==> src/rtl/tshd_pkg.sv <==
`timescale 1ns / 1ps

package tshd_pkg;

	localparam logic [15:0]     MATCH_CODE_RESET = 16'h11A6;
	localparam longint unsigned POSITION_MAX_DEF = 64'd65535;

	// header byte two: version nibble high, offset in words low
	localparam logic [3:0] VER_V4      = 4'd4;
	localparam logic [3:0] VER_V6      = 4'd6;
	localparam logic [3:0] OFFS_V4     = 4'd2;
	localparam logic [3:0] OFFS_V6     = 4'd5;
	localparam logic [5:0] HLEN_MIN    = 6'd8;

	// result queue depth; one processed byte pushes at most two results
	localparam int RQ_DEPTH = 4;

	typedef enum logic [1:0] {
		KIND_ADDR    = 2'd0,
		KIND_PAYLOAD = 2'd1,
		KIND_STATUS  = 2'd2
	} kind_t;

	typedef enum logic [2:0] {
		ST_OK          = 3'd0,
		ST_BAD_APP     = 3'd1,
		ST_BAD_VERSION = 3'd2,
		ST_MALFORMED   = 3'd3,
		ST_TOO_SHORT   = 3'd4
	} status_t;

	typedef struct packed {
		kind_t       kind;
		logic [7:0]  data;
		logic [3:0]  version;
		status_t     status;
		logic        last;
	} result_t;

endpackage

==> src/rtl/tshd_parse.sv <==
`timescale 1ns / 1ps

module tshd_parse #(
	parameter longint unsigned POSITION_MAX = tshd_pkg::POSITION_MAX_DEF
) (
	input  logic              clk,
	input  logic              arst_n,
	input  logic [15:0]       match_code,
	input  logic              fire,
	input  logic [7:0]        data_byte,
	input  logic              eop,
	output tshd_pkg::result_t res0,
	output tshd_pkg::result_t res1,
	output logic [1:0]        res_cnt
);
	import tshd_pkg::*;

	localparam int             PosW   = $clog2(POSITION_MAX + 64'd1);
	localparam logic [PosW-1:0] PosMax = PosW'(POSITION_MAX);

	logic [PosW-1:0] pos_q;
	logic [7:0]      code_hi_q;
	logic            code_ok_q;
	logic [7:0]      vo_byte_q;

	logic            code_ok;
	logic [7:0]      vo_byte;
	logic [3:0]      ver;
	logic [3:0]      offs;
	logic [5:0]      hlen;
	logic [PosW-1:0] hlen_p;
	logic [PosW:0]   len;
	logic            hdr_good;
	logic            emit_data;
	status_t         st;
	result_t         data_res;
	result_t         stat_res;

	// state as seen after this byte updates it
	always_comb begin
		code_ok = code_ok_q;
		vo_byte = vo_byte_q;
		if (pos_q == PosW'(1)) begin
			code_ok = ({code_hi_q, data_byte} == match_code);
		end
		if (pos_q == PosW'(2)) begin
			vo_byte = data_byte;
		end
	end

	assign ver      = vo_byte[7:4];
	assign offs     = vo_byte[3:0];
	assign hlen     = {offs, 2'b00};
	assign hlen_p   = PosW'(hlen);
	assign len      = {1'b0, pos_q} + (PosW+1)'(1);
	assign hdr_good = code_ok && (((ver == VER_V4) && (offs == OFFS_V4)) ||
		((ver == VER_V6) && (offs == OFFS_V6)));
	assign emit_data = (pos_q >= PosW'(4)) && hdr_good;

	always_comb begin
		if (pos_q < PosW'(2)) begin
			st = ST_TOO_SHORT;
		end else if (!code_ok) begin
			st = ST_BAD_APP;
		end else if (hlen < HLEN_MIN) begin
			st = ST_MALFORMED;
		end else if ((PosW+1)'(hlen) > len) begin
			st = ST_TOO_SHORT;
		end else if ((ver != VER_V4) && (ver != VER_V6)) begin
			st = ST_BAD_VERSION;
		end else if (((ver == VER_V4) && (offs != OFFS_V4)) ||
			((ver == VER_V6) && (offs != OFFS_V6))) begin
			st = ST_MALFORMED;
		end else begin
			st = ST_OK;
		end
	end

	always_comb begin
		data_res.kind    = (pos_q < hlen_p) ? KIND_ADDR : KIND_PAYLOAD;
		data_res.data    = data_byte;
		data_res.version = ver;
		data_res.status  = ST_OK;
		data_res.last    = 1'b0;

		stat_res.kind    = KIND_STATUS;
		stat_res.data    = 8'd0;
		stat_res.version = ver;
		stat_res.status  = st;
		stat_res.last    = 1'b1;
	end

	// data item always goes first when both are produced
	always_comb begin
		res0    = emit_data ? data_res : stat_res;
		res1    = stat_res;
		res_cnt = 2'd0;
		if (fire) begin
			res_cnt = {1'b0, emit_data} + {1'b0, eop};
		end
	end

	always_ff @(posedge clk or negedge arst_n) begin
		if (!arst_n) begin
			pos_q     <= '0;
			code_hi_q <= '0;
			code_ok_q <= 1'b0;
			vo_byte_q <= '0;
		end else if (fire) begin
			if (eop) begin
				pos_q     <= '0;
				code_hi_q <= '0;
				code_ok_q <= 1'b0;
				vo_byte_q <= '0;
			end else begin
				if (pos_q == '0) begin
					code_hi_q <= data_byte;
				end
				code_ok_q <= code_ok;
				vo_byte_q <= vo_byte;
				if (pos_q < PosMax) begin
					pos_q <= pos_q + PosW'(1);
				end
			end
		end
	end

endmodule

==> src/rtl/tshd_rqueue.sv <==
`timescale 1ns / 1ps

module tshd_rqueue (
	input  logic              clk,
	input  logic              arst_n,
	input  tshd_pkg::result_t push0,
	input  tshd_pkg::result_t push1,
	input  logic [1:0]        push_cnt,
	input  logic              pop,
	output tshd_pkg::result_t head,
	output logic              not_empty,
	output logic [$clog2(tshd_pkg::RQ_DEPTH+1)-1:0] count
);
	import tshd_pkg::*;

	localparam int PtrW = $clog2(RQ_DEPTH);
	localparam int CntW = $clog2(RQ_DEPTH + 1);

	result_t         entry_q [RQ_DEPTH];
	logic [PtrW-1:0] wr_ptr_q;
	logic [PtrW-1:0] rd_ptr_q;
	logic [CntW-1:0] cnt_q;
	logic            do_pop;

	assign not_empty = (cnt_q != '0);
	assign do_pop    = pop && not_empty;
	assign head      = entry_q[rd_ptr_q];
	assign count     = cnt_q;

	always_ff @(posedge clk) begin
		if (push_cnt != 2'd0) begin
			entry_q[wr_ptr_q] <= push0;
		end
		if (push_cnt == 2'd2) begin
			entry_q[wr_ptr_q + PtrW'(1)] <= push1;
		end
	end

	always_ff @(posedge clk or negedge arst_n) begin
		if (!arst_n) begin
			wr_ptr_q <= '0;
			rd_ptr_q <= '0;
			cnt_q    <= '0;
		end else begin
			wr_ptr_q <= wr_ptr_q + PtrW'(push_cnt);
			if (do_pop) begin
				rd_ptr_q <= rd_ptr_q + PtrW'(1);
			end
			cnt_q <= cnt_q + CntW'(push_cnt) - CntW'(do_pop);
		end
	end

endmodule

==> src/rtl/tagged_source_header_deframer_top.sv <==
`timescale 1ns / 1ps
// Deframer for packets that carry an application code, a version/offset
// byte and a source address ahead of the payload.
// Input stream: one packet byte per transfer on s_tdata, s_tlast on the
// final byte. Output stream: address bytes (tuser 0), payload bytes
// (tuser 1) and one status item (tuser 2, tlast high) per packet.
// Configuration: cfg_data is the expected application code, loaded on
// cfg_valid; cfg_ready is always high. Write it only while no packet is
// in progress.
// An accepted byte is registered in the input stage, then its results are
// written into the result queue, which drives m_tvalid. Throughput: one byte
// per cycle while the queue has room; the final byte of a packet that also
// carries a data item produces two results, absorbed by the four-entry result queue.
// Reset clears the packet state and the queue and loads the application
// code with 0x11A6. When the receiver stalls the queue fills and s_tready
// drops once fewer than two entries are free; nothing is dropped.
module tagged_source_header_deframer_top #(
	parameter longint unsigned POSITION_MAX = tshd_pkg::POSITION_MAX_DEF
) (
	input  logic        clk,
	input  logic        arst_n,
	input  logic        s_tvalid,
	output logic        s_tready,
	input  logic [7:0]  s_tdata,  // [7:0] data_byte
	input  logic        s_tlast,  // end_of_packet
	output logic        m_tvalid,
	input  logic        m_tready,
	output logic [15:0] m_tdata,  // [7:0] out_byte, [11:8] version, [14:12] status, [15] 0
	output logic [1:0]  m_tuser,  // [1:0] item_kind
	output logic        m_tlast,  // last
	input  logic        cfg_valid,
	output logic        cfg_ready,
	input  logic [15:0] cfg_data
);
	import tshd_pkg::*;

	localparam int CntW = $clog2(RQ_DEPTH + 1);

	logic [15:0]     match_code_q;
	logic            valid_s1;
	logic [7:0]      byte_s1;
	logic            eop_s1;
	logic            fire;
	logic            room;
	result_t         res0;
	result_t         res1;
	logic [1:0]      res_cnt;
	result_t         head;
	logic            not_empty;
	logic [CntW-1:0] rq_count;

	assign cfg_ready = 1'b1;

	always_ff @(posedge clk or negedge arst_n) begin
		if (!arst_n) begin
			match_code_q <= MATCH_CODE_RESET;
		end else if (cfg_valid) begin
			match_code_q <= cfg_data;
		end
	end

	assign room     = (rq_count <= CntW'(RQ_DEPTH - 2));
	assign fire     = valid_s1 && room;
	assign s_tready = !valid_s1 || fire;

	always_ff @(posedge clk or negedge arst_n) begin
		if (!arst_n) begin
			valid_s1 <= 1'b0;
		end else if (s_tready) begin
			valid_s1 <= s_tvalid;
		end
	end

	always_ff @(posedge clk) begin
		if (s_tready && s_tvalid) begin
			byte_s1 <= s_tdata;
			eop_s1  <= s_tlast;
		end
	end

	tshd_parse #(
		.POSITION_MAX(POSITION_MAX)
	) u_parse (
		.clk       (clk),
		.arst_n    (arst_n),
		.match_code(match_code_q),
		.fire      (fire),
		.data_byte (byte_s1),
		.eop       (eop_s1),
		.res0      (res0),
		.res1      (res1),
		.res_cnt   (res_cnt)
	);

	tshd_rqueue u_rqueue (
		.clk      (clk),
		.arst_n   (arst_n),
		.push0    (res0),
		.push1    (res1),
		.push_cnt (res_cnt),
		.pop      (m_tready),
		.head     (head),
		.not_empty(not_empty),
		.count    (rq_count)
	);

	assign m_tvalid = not_empty;
	assign m_tdata  = {1'b0, head.status, head.version, head.data};
	assign m_tuser  = head.kind;
	assign m_tlast  = head.last;

	a_rq_bound: assert property (@(posedge clk) disable iff (!arst_n)
		rq_count <= CntW'(RQ_DEPTH))
		else $error("result queue overflow");

	a_last_is_status: assert property (@(posedge clk) disable iff (!arst_n)
		(m_tvalid && m_tlast) |-> (m_tuser == KIND_STATUS))
		else $error("tlast on a data item");

	a_s1_holds: assert property (@(posedge clk) disable iff (!arst_n)
		(valid_s1 && !fire) |=> (valid_s1 && $stable(byte_s1) && $stable(eop_s1)))
		else $error("stalled byte lost");

endmodule

==> config.mk <==
export PLATFORM = sky130hd
export DESIGN_NAME = tagged_source_header_deframer_top
export DESIGN_NICKNAME = d
export VERILOG_FILES = /design/src/rtl/tshd_pkg.sv /design/src/rtl/tshd_parse.sv /design/src/rtl/tshd_rqueue.sv /design/src/rtl/tagged_source_header_deframer_top.sv
export SDC_FILE = /design/constraint.sdc
export NUM_CORES = 1
export LEC_CHECK = 0
export ABC_CLOCK_PERIOD_IN_PS = 4900
export BUFFER_PORTS_ARGS = -buffer_cell sky130_fd_sc_hd__buf_2
export CORE_ASPECT_RATIO = 1.75
export CORE_MARGIN = 2
export CORE_UTILIZATION = 28
export CTS_CLUSTER_DIAMETER = 60
export DETAILED_ROUTE_END_ITERATION = 16
export PLACE_DENSITY = 0.41
export REMOVE_ABC_BUFFERS = 1
export SETUP_SLACK_MARGIN = 0.1
export SYNTH_ARGS = -nofsm -noshare
export SYNTH_HDL_FRONTEND = slang
export SYNTH_SLANG_ARGS = --single-unit
==> constraint.sdc <==
create_clock -name clk -period 4.9 [get_ports clk]
set_input_delay 1.47 -clock clk [delete_from_list [all_inputs] [get_ports clk]]
set_output_delay 1.47 -clock clk [all_outputs]
set_load 0.02 [all_outputs]
# Word level (Yosys, flattened, before mapping)
# Memories as Yosys holds them, arrays and structs flattened.
# Index checks and enable logic that the tools add are counted.
[op_classes]
add_sub_neg = 8
n_lt_le_gt_ge = 7
n_eq_ne = 12
muxes = 21
reduce_logical = 21
[ops]
columns = ["operator", "n"]
rows = [
  ["$mux W16", 2],
  ["$mux W8", 4],
  ["$mux W18", 1],
  ["$add A16 B1 Y17 const B", 1],
  ["$gt A6 B17 Y1", 1],
  ["$add A16 B1 Y16 const B", 1],
  ["$eq A16 B1 Y1 const B", 1],
  ["$eq A16 B16 Y1", 1],
  ["$eq A16 B2 Y1 const B", 1],
  ["$ge A16 B3 Y1 const B", 1],
  ["$logic_not A16 Y1", 1],
  ["$lt A16 B16 Y1 const B", 1],
  ["$lt A16 B2 Y1 const B", 1],
  ["$lt A16 B6 Y1", 1],
  ["$mux W3", 5],
  ["$eq A4 B3 Y1 const B", 3],
  ["$ne A4 B3 Y1 const B", 3],
  ["$logic_and A1 B1 Y1", 10],
  ["$mux W1", 7],
  ["$lt A6 B4 Y1 const B", 1],
  ["$reduce_bool A2 Y1", 3],
  ["$add A2 B1 Y2 const B", 2],
  ["$eq A4 B2 Y1 const B", 1],
  ["$mux W2", 2],
  ["11 further kinds", 14],
]
[totals]
regBits = 66
mem_bits_rw = 72
inputBits = 30
out_inout_bits = 22
n_memories = 1
[mem_list]
columns = ["name", "words", "word_bits", "read_ports", "rd_ports_with_merged_regs", "wr", "line", "source"]
rows = [
  ["u_rqueue.entry_q", 4, 18, 1, 0, 2, "tshd_rqueue.sv:19", "result_t entry_q [RQ_DEPTH];"],
]

# Longest topological paths before layout
[logic_depth]
word_depth = 12
mapped_depth = 18
depth_no_buf = 14

# Hierarchy
# Synthesis repeated with hierarchy kept, for this count alone.
[hier_totals]
hier_cells = 603
area_unflattened_um2 = 7843.8
[modules_own_cells]
columns = ["mod", "instances", "cells_per_inst", "area_per_inst_um2", "seq_area_each_um2"]
rows = [
  ["tshd_rqueue", 1, 213, 3958.8, 2337.2],
  ["tshd_parse", 1, 336, 2876.5, 825.8],
  ["tagged_source_header_deframer_top", 1, 54, 1008.5, 703.2],
]

# Worst setup path after synthesis
# No wires, ideal clock.
[synth_timing]
path_kind = "register to register"
start = "register u_parse.pos_q[5]"
end = "memory u_rqueue.entry_q[1][1] (netlist bit), data pin"
setup_time_ns = 0.158
t_arrival_ns = 3.738
t_required_ns = 4.742
slack_ns = 1.004
path_stages_with_launch = 19
path_buffers = 5
period_less_slack_ns = 3.896
cell_sequence = "dfrtp_1 -> buf_2 -> nor4_1 -> and4_1 -> buf_4 -> buf_2 -> mux2i_1 -> mux2i_1 -> or3_4 -> inv_1 -> ha_1 -> clkbuf_1 -> mux2_2 -> nand2_1 -> or2_2 -> clkbuf_1 -> inv_1 -> o21ai_0 -> nor3_1"
[synth_lines]
columns = ["item", "line", "source"]
rows = [
  ["start: declaration", "tshd_parse.sv:21", "logic [PosW-1:0] pos_q;"],
  ["start signal: assignment", "tshd_parse.sv:122", "pos_q <= pos_q + PosW'(1);"],
  ["end: declaration", "tshd_rqueue.sv:19", ""],
]

==> results.txt <==
Num CTS Buffers - 17
Clock sink count - 134
Routed Antenna Nets - 0
Clk Tree Root Cell - clkbuf_16
Cells after Synth - 587
Crit Path Class - reg2reg
Synth Area per Inst - 11.1 um2
TNS Setup - 0 ps
First-pass GRT wire length - 28.2 mm
Most frequent CP cell - mux2_2
# IOs - 52
R2R cell count - 14
Max H-tree Level - 4
Tcrit/Tclk final - 0.894
Critical Path End Type - flop
Vias in the first global route - 5013
DRC - 0
Die H - 206 um
Via count - 4766
Max Cap Viol - 0
CTS tree - done
Actual slew at the worst max-slew pin - 1030 ps
VDD IR-drop max - 0.000224 V
RSZ-0062 raised after global routing - no
Crit-path max FO - 14
Worst EP arrival - 4510 ps
Clock skew - 11.9 ps
CP peak stage delay - 510 ps
LEAKAGE - 0.00304 uW
Total chip power - 4390 uW
Leading post-synthesis cells by cell area - dfrtp_1 (20%), edfxtp_1 (17%), dfxtp_1 (12%)
Total track usage - 0.152
DIE WIDTH - 120 um
Fill cell count - 2375
NumNets Final - 675
CP startpoint kind - flop
Area Overhead vs Synth - 18.5%
Final count of negative-setup-slack endpoints - 0
Largest net degree at the start of global routing - 32
Area of the mapped netlist - 6540 um2
PD cells - 566 nW/um2
Cell Rows - 74
Ant diodes - 0
Synth area leader - dfrtp_1
Final Util - 0.335
DR pass1 iterations - 5
GPL Wtd Cong - 0.807
Rel. slew slack - 0.307
Dominant synthesized flop cell - dfrtp_1
#FFs+latches synth - 134
Share of the synthesized area in the top cell type - 0.195
Worst hold path type - reg2reg
Initial Util - 0.283
Port bufs - 49
Worst Hold Depth - 2
Clock transition at the registers of the reported paths - 60 ps
Drt total wl - 17.8 mm
Status - completed
Ys Warns - 0
CP Depth - 14
Hold_buf cts - 0
Mean routed wirelength per cell - 18.8 um
Grt ovf - 0
Initial antenna violation count - 0
Vias per inst - 5.03
Yosys cell types - 60
Post-synth EDFFs - 37
Fin crit period - 4380 ps
Pins Over Slew Limit - 0
Fin cells - 947
Share of cells above drive strength 1 - 0.233
CP delay by family, top - simple AND/OR/NAND/NOR gates
Clk Latency, worst-skew pair - 420 ps
Total die area - 24700 um2
Dpl cells - 910
Final hold violation count - 0
FFs w/ async S/R, synth - 0.425
Dpl hpwl - 13.2 mm
Initial DRC count - 285
Crit path required time - 5040 ps
CP max stage cell - dfrtp_1
Max Root-Sink Buffers - 2
Fmax achieved - 0.228 GHz
Worst path cell trace - nor4_2, and4_4, buf_4, mux2_2, mux2i_1, or3_4, inv_1, ha_1, mux2_2, nand2_1, or2_2, clkinvlp_4, o21ai_0, nor3_1
CP bufs+invs - 3
Part of the Yosys area used for sequential elements - 0.511
Core ar. - 23100 um2
-- placed cells by master, fill, tap and decap left out, types with 4 or more instances in the layout --
master      n
a21oi_1    14
nor3_1     14
nand2_1    43
nand3_1    11
o31ai_1     6
inv_1      19
and3_1      4
dfrtp_1    51
nor4_1      5
mux2i_1     9
mux2_2     19
or3_1       4
ha_1       14
clkbuf_16  17
a31oi_1     4
nand2b_1   10
buf_4      16
bufinv_16   5
mux4_2     17
o21ai_0    42
dfstp_2     6
a22o_1     42
nand4_1    10
nor2_1     43
buf_2      49
xnor2_1    29
dfxtp_1    40
edfxtp_1   37
-- synth_stat cells (6+ instances only) --
cell type and n:
nor4_1 6, nand4_1 10, ha_1 14, nand2b_1 10, clkbuf_1 26, mux4_2 17
o31ai_1 6, nor3_1 14, dfxtp_1 40, xnor2_1 29, mux2i_1 10, nor2_1 43
inv_1 20, dfstp_2 6, dfrtp_1 51, o21ai_0 43, edfxtp_1 37, a21oi_1 14
nand3_1 11, nand2_1 43, a22o_1 42, mux2_2 19
-- metrics by stage --
step	hold slack, ps	instance area [um2]	setup slack [ps]
CTS	453	7700	189
detailed placement	440	7070	221
floorplan	415	6360	868
global placement	428	7070	368
global route	486	7760	202
finish	450	7760	521
-- routing by layer --
layer | routed length [um] | global-route usage | part of all wire
met5 | 0 | 0 | 0
met2 | 10200 | 0.296 | 0.57
met3 | 411 | 0.0246 | 0.023
met1 | 6660 | 0.157 | 0.37
met4 | 536 | 0.0714 | 0.030
-- repair_timing --
item                                    4_1_cts  5_1_grt
endpoints found under the setup margin        0       13
buffers inserted                              0        5
resized for setup                             0        5
-- path summary, 6_finish.rpt --
path / start / to / slack, ps
setup / recovery: u_parse.pos_q[8] / u_rqueue.entry_q[1][1] / 520
hold / removal: u_rqueue.entry_q[2][16] / u_rqueue.entry_q[2][16] / 450
setup reg to reg: u_parse.pos_q[8] / u_rqueue.entry_q[1][1] / 520
hold reg to reg: u_rqueue.entry_q[2][16] / u_rqueue.entry_q[2][16] / 450
max in group asynchronous: arst_n / match_code_q[5] / 2830
min in group asynchronous: arst_n / u_parse.pos_q[4] / 1130
-- power by group --
group | internal, uW | switching [uW] | total (uW)
combinational | 568 | 848 | 1420
clock | 899 | 490 | 1390
sequential | 1350 | 236 | 1580
total | 2820 | 1570 | 4390
-- cell type report --
cell class | instances | area, um2 | area share
flip-flops and latches | 134 | 3350 | 0.431
multi-input cells | 392 | 2950 | 0.381
clock buffers | 18 | 429 | 0.0553
well taps | 304 | 380 | 0.0490
repair buffers | 65 | 365 | 0.0471
clock inverters | 14 | 205 | 0.0265
inverters | 20 | 78.8 | 0.0102
-- logic make-up (layout without fill, tap and decap cells) --
| kind of cell | count (synthesis) | after routing | synth area share |
|---|---|---|---|
| AOI/OAI and AO/OA | 124 | 124 | 0.130 |
| muxes | 47 | 47 | 0.109 |
| other | 2 | 2 | 0.00115 |
| and+or+nand+nor | 172 | 172 | 0.137 |
| buffers and inverters | 61 | 117 | 0.0394 |
| xor gates and xnor gates | 32 | 32 | 0.0428 |
| adders and majority gates | 15 | 15 | 0.0298 |
| DFF | 134 | 134 | 0.511 |
-- worst register-to-register path, stage by stage (launching register included) --
cell and delay (ps):
dfrtp_1 510, nor4_2 390, and4_4 360, buf_4 200, mux2_2 340, mux2i_1 280
or3_4 220, inv_1 40, ha_1 440, mux2_2 390, nand2_1 60, or2_2 300
clkinvlp_4 230, o21ai_0 220, nor3_1 90
-- registers in the layout (all words and copies together), names as in the netlist --
name,cells
match_code_q,16
eop_s1,1
u_parse.code_hi_q,8
valid_s1,1
u_parse.vo_byte_q,8
byte_s1,8
u_rqueue.entry_q,68
u_parse.code_ok_q,1
u_rqueue.wr_ptr_q,2
u_rqueue.count,3
u_parse.pos_q,16
u_rqueue.rd_ptr_q,2
Note: power is estimated with default switching activity, not from simulation.
